`config.mk`:
```
export PLATFORM = sky130hd
export DESIGN_NAME = tdc_hit_stream_unpacker
export DESIGN_NICKNAME = d
export VERILOG_FILES = /design/src/rtl/thsu_pkg.sv /design/src/rtl/tdc_hit_stream_unpacker.sv
export SDC_FILE = /design/constraint.sdc
export NUM_CORES = 1
export LEC_CHECK = 0
export ABC_AREA = 1
export BUFFER_PORTS_ARGS = -buffer_cell sky130_fd_sc_hd__buf_2
export CAP_MARGIN = 5
export CORE_ASPECT_RATIO = 0.5
export CORE_MARGIN = 4
export CORE_UTILIZATION = 30
export DETAILED_ROUTE_END_ITERATION = 6
export SLEW_MARGIN = 20
export SYNTH_ARGS = -nofsm -noshare
export SYNTH_HDL_FRONTEND = slang
export SYNTH_SLANG_ARGS = --single-unit
```
`constraint.sdc`:
```
create_clock -name clk -period 8.7 [get_ports clk]
set_clock_uncertainty 0.1 [all_clocks]
set_input_delay 0.435 -clock clk [delete_from_list [all_inputs] [get_ports clk]]
set_output_delay 0.435 -clock clk [all_outputs]
set_load 0.005 [all_outputs]
```
`src/rtl/thsu_pkg.sv`:
```
// ----------------------------------------------------------------------------
// thsu_pkg: shared types and constants of the TDC hit stream unpacker
// Holds parse phases, result kinds, register indexes and field widths.
// ----------------------------------------------------------------------------
package thsu_pkg;

  localparam int unsigned DEF_MAX_PACKET_WORDS = 16384;
  localparam int unsigned DEF_HEADER_WORDS     = 6;
  localparam int unsigned DEF_TRAILER_WORDS    = 11;
  localparam int unsigned DEF_NUM_ENDPOINTS    = 4;
  localparam int unsigned DEF_NUM_HUBS         = 2;

  localparam int unsigned CFG_IDX_W  = 3;
  localparam int unsigned CFG_DATA_W = 16;
  localparam int unsigned PLEN_W     = 15;

  typedef enum logic [2:0] {
    PH_ADDR     = 3'd0,
    PH_SKIP     = 3'd1,
    PH_CTS_HDR  = 3'd2,
    PH_CTS_BODY = 3'd3,
    PH_TDC_HDR  = 3'd4,
    PH_TDC_BODY = 3'd5
  } phase_t;

  typedef enum logic [1:0] {
    CH_NONE  = 2'd0,
    CH_EPOCH = 2'd1,
    CH_VALID = 2'd2
  } chmode_t;

  typedef enum logic [1:0] {
    KIND_HIT     = 2'd0,
    KIND_TRIGGER = 2'd1,
    KIND_BAD_HDR = 2'd2,
    KIND_END     = 2'd3
  } kind_t;

  localparam logic [CFG_IDX_W-1:0] REG_TRIGGER_ADDR = 3'd0;
  localparam logic [CFG_IDX_W-1:0] REG_HUB_A        = 3'd1;
  localparam logic [CFG_IDX_W-1:0] REG_HUB_B        = 3'd2;
  localparam logic [CFG_IDX_W-1:0] REG_EP_0         = 3'd3;
  localparam logic [CFG_IDX_W-1:0] REG_EP_1         = 3'd4;
  localparam logic [CFG_IDX_W-1:0] REG_EP_2         = 3'd5;
  localparam logic [CFG_IDX_W-1:0] REG_EP_3         = 3'd6;
  localparam logic [CFG_IDX_W-1:0] REG_ENABLE_MASK  = 3'd7;

  localparam logic [2:0] TDC_HDR_CODE   = 3'b001;
  localparam logic [2:0] TDC_EPOCH_CODE = 3'b011;
  localparam logic [2:0] TDC_DEBUG_CODE = 3'b010;

endpackage

```
`src/rtl/tdc_hit_stream_unpacker.sv`:
```
// ----------------------------------------------------------------------------
// tdc_hit_stream_unpacker: TDC packet word decoder
// Walks the block structure of a readout packet, one 32-bit word at a time,
// and emits hits, external triggers, header errors and packet end status.
// ----------------------------------------------------------------------------
//  channel   | signals                                  | direction
//  ----------+------------------------------------------+----------
//  input     | in_valid, in_stall, data_word, ...       | in
//  result    | out_valid, out_stall, result_kind, ...   | out
//  config    | cfg_we, cfg_index, cfg_data              | in
//
// Each word is decoded in the cycle it is accepted; its result (if any)
// appears in the output register on the next cycle. One transaction per cycle,
// unless stalled; the input is stalled only while a result waits in the output
// register and the result side stalls. Reset (rst, synchronous) clears the parse
// state and config (trigger address set to all ones); no clearing pass.
module tdc_hit_stream_unpacker
  import thsu_pkg::*;
#(
  parameter int unsigned MAX_PACKET_WORDS = DEF_MAX_PACKET_WORDS,
  parameter int unsigned HEADER_WORDS     = DEF_HEADER_WORDS,
  parameter int unsigned TRAILER_WORDS    = DEF_TRAILER_WORDS,
  parameter int unsigned NUM_ENDPOINTS    = DEF_NUM_ENDPOINTS,
  parameter int unsigned NUM_HUBS         = DEF_NUM_HUBS
) (
  input  logic                  clk,
  input  logic                  rst,
  input  logic                  cfg_we,
  input  logic [CFG_IDX_W-1:0]  cfg_index,
  input  logic [CFG_DATA_W-1:0] cfg_data,
  input  logic                  in_valid,
  output logic                  in_stall,
  input  logic [31:0]           data_word,
  input  logic [14:0]           packet_length,
  input  logic                  first_word,
  output logic                  out_valid,
  input  logic                  out_stall,
  output logic [1:0]            result_kind,
  output logic [15:0]           source_address,
  output logic [6:0]            channel,
  output logic [9:0]            fine_time,
  output logic                  rising_edge,
  output logic [10:0]           coarse_time,
  output logic [27:0]           epoch,
  output logic                  is_reference,
  output logic [31:0]           trigger_number,
  output logic [31:0]           trigger_status,
  output logic                  no_trigger_block,
  output logic                  overrun
);

  localparam logic [14:0] MAXW = 15'(MAX_PACKET_WORDS > 32767 ? 32767 : MAX_PACKET_WORDS);
  localparam logic [14:0] HDRW = 15'(HEADER_WORDS);
  localparam logic [14:0] TRLW = 15'(TRAILER_WORDS);

  // Configuration registers.
  logic [15:0] trig_addr;
  logic [15:0] hub_addr [2];
  logic [15:0] ep_addr  [4];
  logic [5:0]  en_mask;

  // Parse state.
  phase_t      phase, phase_next;
  logic [14:0] word_pos, word_pos_next;
  logic [14:0] pkt_len, pkt_len_next;
  logic [15:0] blk_left, blk_left_next;
  logic [15:0] blk_total, blk_total_next;
  logic [7:0]  trg_left, trg_left_next;
  logic [1:0]  ext_mode, ext_mode_next;
  logic [15:0] blk_addr, blk_addr_next;
  logic [27:0] epoch_cnt, epoch_cnt_next;
  logic [6:0]  prev_ch, prev_ch_next;
  chmode_t     prev_mode, prev_mode_next;
  logic        trg_seen, trg_seen_next;
  logic [31:0] trg_num, trg_num_next;

  logic        fire;
  logic        res_valid;
  kind_t       res_kind;
  logic [15:0] res_src;
  logic [6:0]  res_ch;
  logic [9:0]  res_fine;
  logic        res_rise;
  logic [10:0] res_coarse;
  logic [27:0] res_epoch;
  logic        res_ref;
  logic [31:0] res_tnum, res_tstat;
  logic        res_notrg, res_ovr;

  assign in_stall = out_valid & out_stall;
  assign fire     = in_valid & ~in_stall;

  always_ff @(posedge clk) begin
    if (rst) begin
      trig_addr   <= 16'hFFFF;
      hub_addr[0] <= '0;
      hub_addr[1] <= '0;
      for (int k = 0; k < 4; k++) ep_addr[k] <= '0;
      en_mask     <= '0;
    end else if (cfg_we) begin
      unique case (cfg_index)
        REG_TRIGGER_ADDR: trig_addr   <= cfg_data;
        REG_HUB_A:        hub_addr[0] <= cfg_data;
        REG_HUB_B:        hub_addr[1] <= cfg_data;
        REG_EP_0:         ep_addr[0]  <= cfg_data;
        REG_EP_1:         ep_addr[1]  <= cfg_data;
        REG_EP_2:         ep_addr[2]  <= cfg_data;
        REG_EP_3:         ep_addr[3]  <= cfg_data;
        default:          en_mask     <= cfg_data[5:0];
      endcase
    end
  end

  // Block decode helpers.
  logic [15:0] w_addr, w_len;
  logic        hit_hub, hit_ep;
  logic [2:0]  top3;
  logic [6:0]  w_ch;
  logic [1:0]  cts_flag;
  logic [7:0]  cts_base, cts_total;
  logic [14:0] pay_end, len_eff;
  logic        in_pkt, in_payload, last_word, ovr;

  assign w_addr   = data_word[15:0];
  assign w_len    = data_word[31:16];
  assign top3     = data_word[31:29];
  assign w_ch     = data_word[28:22];
  assign cts_flag = data_word[29:28];

  always_comb begin
    hit_hub = 1'b0;
    hit_ep  = 1'b0;
    for (int k = 0; k < 2; k++)
      if (k < NUM_HUBS && en_mask[k] && hub_addr[k] == w_addr) hit_hub = 1'b1;
    for (int k = 0; k < 4; k++)
      if (k < NUM_ENDPOINTS && en_mask[2+k] && ep_addr[k] == w_addr) hit_ep = 1'b1;
  end

  // Trigger header: at most 1+30+30+2+3+1+4 = 71 words, fits in 8 bits.
  assign cts_base = 8'd1 + {3'd0, data_word[19:16], 1'b0} + {3'd0, data_word[23:20], 1'b0}
                  + {6'd0, data_word[25], 1'b0} + (data_word[26] ? 8'd3 : 8'd0)
                  + {7'd0, data_word[27]};
  always_comb begin
    unique case (cts_flag)
      2'd1:    cts_total = cts_base + 8'd1;
      2'd2:    cts_total = cts_base + 8'd4;
      2'd3:    cts_total = 8'd0;
      default: cts_total = cts_base;
    endcase
  end

  always_comb begin
    phase_next     = phase;
    word_pos_next  = word_pos;
    pkt_len_next   = pkt_len;
    blk_left_next  = blk_left;
    blk_total_next = blk_total;
    trg_left_next  = trg_left;
    ext_mode_next  = ext_mode;
    blk_addr_next  = blk_addr;
    epoch_cnt_next = epoch_cnt;
    prev_ch_next   = prev_ch;
    prev_mode_next = prev_mode;
    trg_seen_next  = trg_seen;
    trg_num_next   = trg_num;
    res_valid  = 1'b0;
    res_kind   = KIND_HIT;
    res_src    = '0;
    res_ch     = '0;
    res_fine   = '0;
    res_rise   = 1'b0;
    res_coarse = '0;
    res_epoch  = '0;
    res_ref    = 1'b0;
    res_tnum   = '0;
    res_tstat  = '0;
    res_notrg  = 1'b0;
    res_ovr    = 1'b0;

    // A first word restarts the walk before anything else is looked at.
    len_eff = (packet_length > MAXW) ? MAXW : packet_length;
    if (first_word) begin
      pkt_len_next   = len_eff;
      word_pos_next  = '0;
      phase_next     = PH_ADDR;
      blk_left_next  = '0;
      blk_total_next = '0;
      trg_left_next  = '0;
      ext_mode_next  = '0;
      trg_seen_next  = 1'b0;
    end
    in_pkt     = word_pos_next < pkt_len_next;
    pay_end    = (pkt_len_next > TRLW) ? pkt_len_next - TRLW : '0;
    in_payload = in_pkt && word_pos_next >= HDRW && word_pos_next < pay_end;
    last_word  = in_pkt && (word_pos_next + 15'd1 == pkt_len_next);

    if (in_pkt) word_pos_next = word_pos_next + 15'd1;

    if (in_payload) begin
      unique case (phase_next)
        PH_ADDR: begin
          blk_addr_next = w_addr;
          if (w_addr == trig_addr) begin
            trg_seen_next  = 1'b1;
            blk_total_next = w_len;
            phase_next     = (w_len != 0) ? PH_CTS_HDR : PH_ADDR;
          end else if (hit_hub) begin
            phase_next = PH_ADDR;
          end else begin
            blk_left_next = w_len;
            if (hit_ep) phase_next = (w_len != 0) ? PH_TDC_HDR : PH_ADDR;
            else        phase_next = (w_len != 0) ? PH_SKIP : PH_ADDR;
          end
        end
        PH_SKIP: begin
          blk_left_next = blk_left_next - 16'd1;
          if (blk_left_next == 0) phase_next = PH_ADDR;
        end
        PH_CTS_HDR: begin
          if (cts_total == 0 || {8'd0, cts_total} > blk_total_next) begin
            blk_left_next = blk_total_next - 16'd1;
            phase_next    = (blk_left_next != 0) ? PH_SKIP : PH_ADDR;
          end else begin
            ext_mode_next = cts_flag;
            trg_left_next = cts_total - 8'd1;
            blk_left_next = blk_total_next - {8'd0, cts_total};
            if (trg_left_next == 0)
              phase_next = (blk_left_next != 0) ? PH_TDC_HDR : PH_ADDR;
            else
              phase_next = PH_CTS_BODY;
          end
        end
        PH_CTS_BODY: begin
          if (ext_mode == 2'd1 && trg_left == 8'd1) begin
            res_valid = 1'b1;
            res_kind  = KIND_TRIGGER;
            res_src   = blk_addr;
            res_tnum  = {8'd0, data_word[23:0]};
            res_tstat = {data_word[31:24], 24'd0};
          end else if (ext_mode == 2'd2 && trg_left == 8'd4) begin
            trg_num_next = data_word;
          end else if (ext_mode == 2'd2 && trg_left == 8'd3) begin
            res_valid = 1'b1;
            res_kind  = KIND_TRIGGER;
            res_src   = blk_addr;
            res_tnum  = trg_num;
            res_tstat = data_word;
          end
          trg_left_next = trg_left - 8'd1;
          if (trg_left_next == 0)
            phase_next = (blk_left != 0) ? PH_TDC_HDR : PH_ADDR;
        end
        PH_TDC_HDR: begin
          blk_left_next = blk_left - 16'd1;
          if (top3 == TDC_HDR_CODE) begin
            prev_mode_next = CH_NONE;
            phase_next     = (blk_left_next != 0) ? PH_TDC_BODY : PH_ADDR;
          end else begin
            res_valid  = 1'b1;
            res_kind   = KIND_BAD_HDR;
            res_src    = blk_addr;
            phase_next = (blk_left_next != 0) ? PH_SKIP : PH_ADDR;
          end
        end
        PH_TDC_BODY: begin
          if (top3 == TDC_EPOCH_CODE) begin
            epoch_cnt_next = data_word[27:0];
            prev_mode_next = CH_EPOCH;
          end else if (top3 != TDC_DEBUG_CODE && data_word[31]) begin
            if (prev_mode == CH_VALID && w_ch != prev_ch) epoch_cnt_next = '0;
            res_valid      = 1'b1;
            res_kind       = KIND_HIT;
            res_src        = blk_addr;
            res_ch         = w_ch;
            res_fine       = data_word[21:12];
            res_rise       = data_word[11];
            res_coarse     = data_word[10:0];
            res_epoch      = epoch_cnt_next;
            res_ref        = (w_ch == 7'd0) || (blk_addr == trig_addr);
            prev_ch_next   = w_ch;
            prev_mode_next = CH_VALID;
          end
          blk_left_next = blk_left - 16'd1;
          if (blk_left_next == 0) phase_next = PH_ADDR;
        end
        default: phase_next = PH_ADDR;
      endcase
    end

    ovr = phase_next == PH_SKIP || phase_next == PH_CTS_HDR || phase_next == PH_CTS_BODY;
    if (last_word) begin
      res_valid  = 1'b1;
      res_kind   = KIND_END;
      res_src    = '0;
      res_ch     = '0;
      res_fine   = '0;
      res_rise   = 1'b0;
      res_coarse = '0;
      res_epoch  = '0;
      res_ref    = 1'b0;
      res_tnum   = '0;
      res_tstat  = '0;
      res_notrg  = ~trg_seen_next;
      res_ovr    = ovr;
    end
  end

  always_ff @(posedge clk) begin
    if (rst) begin
      phase     <= PH_ADDR;
      word_pos  <= '0;
      pkt_len   <= '0;
      blk_left  <= '0;
      blk_total <= '0;
      trg_left  <= '0;
      ext_mode  <= '0;
      blk_addr  <= '0;
      epoch_cnt <= '0;
      prev_ch   <= '0;
      prev_mode <= CH_NONE;
      trg_seen  <= 1'b0;
      trg_num   <= '0;
    end else if (fire) begin
      phase     <= phase_next;
      word_pos  <= word_pos_next;
      pkt_len   <= pkt_len_next;
      blk_left  <= blk_left_next;
      blk_total <= blk_total_next;
      trg_left  <= trg_left_next;
      ext_mode  <= ext_mode_next;
      blk_addr  <= blk_addr_next;
      epoch_cnt <= epoch_cnt_next;
      prev_ch   <= prev_ch_next;
      prev_mode <= prev_mode_next;
      trg_seen  <= trg_seen_next;
      trg_num   <= trg_num_next;
    end
  end

  // Output register: loads whenever it is empty or being taken.
  always_ff @(posedge clk) begin
    if (rst) begin
      out_valid <= 1'b0;
    end else if (!in_stall) begin
      out_valid <= fire & res_valid;
    end
  end

  always_ff @(posedge clk) begin
    if (!in_stall && fire && res_valid) begin
      result_kind      <= res_kind;
      source_address   <= res_src;
      channel          <= res_ch;
      fine_time        <= res_fine;
      rising_edge      <= res_rise;
      coarse_time      <= res_coarse;
      epoch            <= res_epoch;
      is_reference     <= res_ref;
      trigger_number   <= res_tnum;
      trigger_status   <= res_tstat;
      no_trigger_block <= res_notrg;
      overrun          <= res_ovr;
    end
  end

endmodule

```
==> impl_metrics.csv <==
group,metric,value,unit
status,status,"complete, no violations",
global_route,first_global_vias,21894,
sta,fmax,0.151,GHz
synthesis,yosysUniqueCellTypes,67,
synthesis,synthTopCellsByCount,"896 x nand2_1, 489 x nor2_1, 342 x inv_1",
die,num_io_pins,216,
synthesis,synthTopCellsByArea,"edfxtp_1 28%, dfxtp_1 15%, nand2_1 13%, nor2_1 7.2%, inv_1 5.1%",
setup_path,reg2reg_slack,2670,ps
clocking,cts_buffer_depth,3,
clocking,numCtsBuffers,44,
synthesis,syn-instance-count,3424,
synthesis,avgSynthCellArea,7.41,um^2
detailed_routing,firstDrtPassIters,6,
setup_path,crit_type,"primary input to register",
synthesis,synth_edf_count,238,
pwr,power_frac_comb,0.235,
sta,fin_ws,2090,ps
global_route,grt_max_degree,86,
detailed_routing,wl,84.6,mm
worst_hold_path,hp-class,"primary input to register",
setup_path,endpoint_kind,"register",
setup_path,r2r_cells,23,
worst_hold_path,whs_path_depth,3,
place,place_area,0.0273,mm^2
final_layout,stdcell_area,0.0288,mm^2
clocking,clock-sinks,422,
die,core_area,0.0838,mm^2
sta,worst_pin_slew,1030,ps
sta,tns,0,ps
worst_hold_path,min-delay-start,"data_word[29]",
detailed_routing,route.detailed.drc,0,
clocking,cts_tree,"built",
final_layout,fin_util,0.344,
place,dp_cells,4606,
synthesis,yosysMostFrequentCell,"nand2_1",
setup_path,cp_slowest_stage_delay,590,ps
setup_path,crit_path_max_fanout,50,
pwr,p_int,3.67,mW
final_layout,drive_gt1_frac,0.125,
die,start_util,0.303,
place,dp_hpwl,59.8,mm
clocking,clk_pin_slew_worst_paths,70,ps
setup_path,critPathSlowestCell,"buf_4",
place,numPortBuffers,215,
place,place_ws,1630,ps
clocking,htree_num_levels,2,
detailed_routing,drt_iter0_drc,2271,
global_route,antenna_found_initial,2,
synthesis,yosys_warnings,0,
detailed_routing,routedWlPerCell,18.0,um
setup_path,crit_arrival,6960,ps
pwr,irDropWorstVdd,0.133,mV
setup_path,worstReg2RegEnd,"trigger_status[4]",
die,die_y,214,um
sta,slew_headroom,0.311,
pwr,p_total,5.53,mW
pwr,p_switching,1.86,mW
setup_path,path_cells,"buf_2 > inv_4 > nand2_1 > nand2_1 > ha_1 > o21ai_1 > nand3_1 > nor3_1 > inv_1 > nor2_1 > inv_1 > nor4_1 > o21ai_1 > ha_1 > nand2_1 > inv_1 > a221o_1 > nor4_4 > buf_4 > nand3_4 > nor2_4 > buf_4 > nand2_2 > nor2_1",
pwr,sequentialPowerShare,0.407,
pwr,p_leak,12.4,nW
synthesis,async_flop_share,0,
die,rows,75,
synthesis,ys_seq_area_frac,0.427,
setup_path,r2r-start,"pkt_len[2]",
sta,final_max_slew_viol_count,0,
clocking,clock-root-buffer,"clkbuf_16",
worst_hold_path,worstHoldEndpoint,"trg_num[29]",
global_route,overflow,0,
detailed_routing,avgViaCountPerCell,5.00,
synthesis,yosys.area.top_type,"edfxtp_1",
job,max_cap_viol_count,0,
sta,hold_violations,0,
pwr,pwr_density_cell,192,mW/mm^2
detailed_routing,vias,23496,
place,place_congestion,0.911,
global_route,grt_use_total,0.184,
sta,min_period,6610,ps
detailed_routing,final_antenna_net_count,0,
synthesis,ys.flop_type,"edfxtp_1",
die,design.die.area,0.0896,mm^2
clocking,cts_setup_buffers,0,
global_route,grt_pass1_wl,129,mm
final_layout,nNetsFinal,3683,
pwr,switching_share,0.336,
sta,hold_slack,60.8,ps
synthesis,netlist.area_leader.share,0.282,
synthesis,syn-cell-area,0.0254,mm^2
setup_path,crit_required,9050,ps
setup_path,cp-start-kind,"primary input",
sta,timing.final.crit_share,0.760,
final_layout,syn_to_final_growth,13.6,%
pwr,p_clk_frac,0.358,
final_layout,layout.cells.non_filler,4695,
sta,setup_viol,0,
synthesis,synth_seq_cells,422,
clocking,clk_latency,620,ps
synthesis,synth_fp_nets,3565,
die,die_w,419,um
sta,rsz0062_at_grt,"false",
==> power by group through the flow <==
stage	logic, mW	registers, mW	clock network, mW
2_1_floorplan	0.922	2.28	0
3_3_place_gp	1.27	2.29	0
3_5_place_dp	1.28	2.29	0
4_1_cts	1.29	2.25	2.01
5_1_grt	1.44	2.26	2.11
6_report	1.30	2.25	1.98
==> worst max path at each step <==
stage	startpoint	endpoint	slack, ps
finish	first_word	trigger_status[4]	2090
global route	first_word	trigger_status[4]	1590
CTS	first_word	trigger_status[4]	2250
detailed placement	first_word	trigger_status[18]	1630
global placement	first_word	channel[2]	1720
floorplan	first_word	channel[0]	980
==> area by class of cell <==
class / instances / area, um^2
Clock buffer: 55 / 1180
Clock inverter: 27 / 302
Antenna cell: 1 / 2.50
Tap cell: 1116 / 1400
Fill cell: 8830 / 55000
Timing Repair Buffer: 246 / 1340
Multi-Input combinational cell: 2462 / 12400
Inverter: 366 / 1380
Sequential cell: 422 / 10800
==> per-layer routing <==
metal | vias up | routed length, um | track usage
li1 | 11423 | - | -
met1 | 11066 | 35200 | 0.237
met2 | 833 | 39500 | 0.307
met3 | 174 | 6210 | 0.0299
met4 | 0 | 3670 | 0.0778
met5 | - | 0 | 0
==> worst max-delay path: cells and delay by family <==
kind / cells / cell delay [ps]
buffers and inverters: 7 / 2310
adder cells (fa/ha/maj): 2 / 620
AO/OA/AOI/OAI: 3 / 720
AND/OR/NAND/NOR: 12 / 2770
==> state kept, by name, summed over array words and instances, names as in the netlist, 6 cells and up <==
name	count
blk_left	16
blk_addr	16
source_address	16
prev_ch	7
trigger_number	32
trig_addr	16
trg_num	32
ep_addr	64
hub_addr	32
blk_total	16
epoch	28
pkt_len	15
trg_left	8
fine_time	10
en_mask	6
word_pos	15
coarse_time	11
epoch_cnt	28
trigger_status	32
channel	7
==> repair_timing <==
| action | 4_1_cts | 5_1_grt |
|---|---|---|
| endpoints found under the hold margin | 6 | 0 |
| gates resized for setup | 0 | 0 |
| hold buffers | 6 | 0 |
==> cell usage in the layout (no fill, tap or decap), drive strengths merged, types with 3 or more instances in the layout <==
cell type and instances:
edfxtp 238, xnor2 34, o211ai 29, nor4 16, nand4 102, fa 3
xor2 86, inv 369, nand3b 11, o31ai 3, clkinv 20, bufinv 4
a22o 6, nor2 514, buf 240, a211oi 3, o22ai 15, o2111ai 6
o21ai 138, a21oi 159, dlygate4sd3 6, nor3b 3, o221ai 3, or2 22
a31oi 6, nand2 911, and2 3, dfxtp 184, ha 66, nand3 255
nor3 52, clkbuf 55
==> logic make-up after synthesis <==
| group | Yosys count | share of synthesized area |
|---|---|---|
| AO/OA/AOI/OAI | 381 | 0.0849 |
| XOR/XNOR | 120 | 0.0414 |
| adder cells (fa/ha/maj) | 69 | 0.0349 |
| buffers and inverters | 540 | 0.0867 |
| flip-flops | 422 | 0.427 |
| other | 1 | 0.000148 |
| AND/OR/NAND/NOR | 1891 | 0.325 |
No activity file was read; power rests on OpenSTA's default activity.
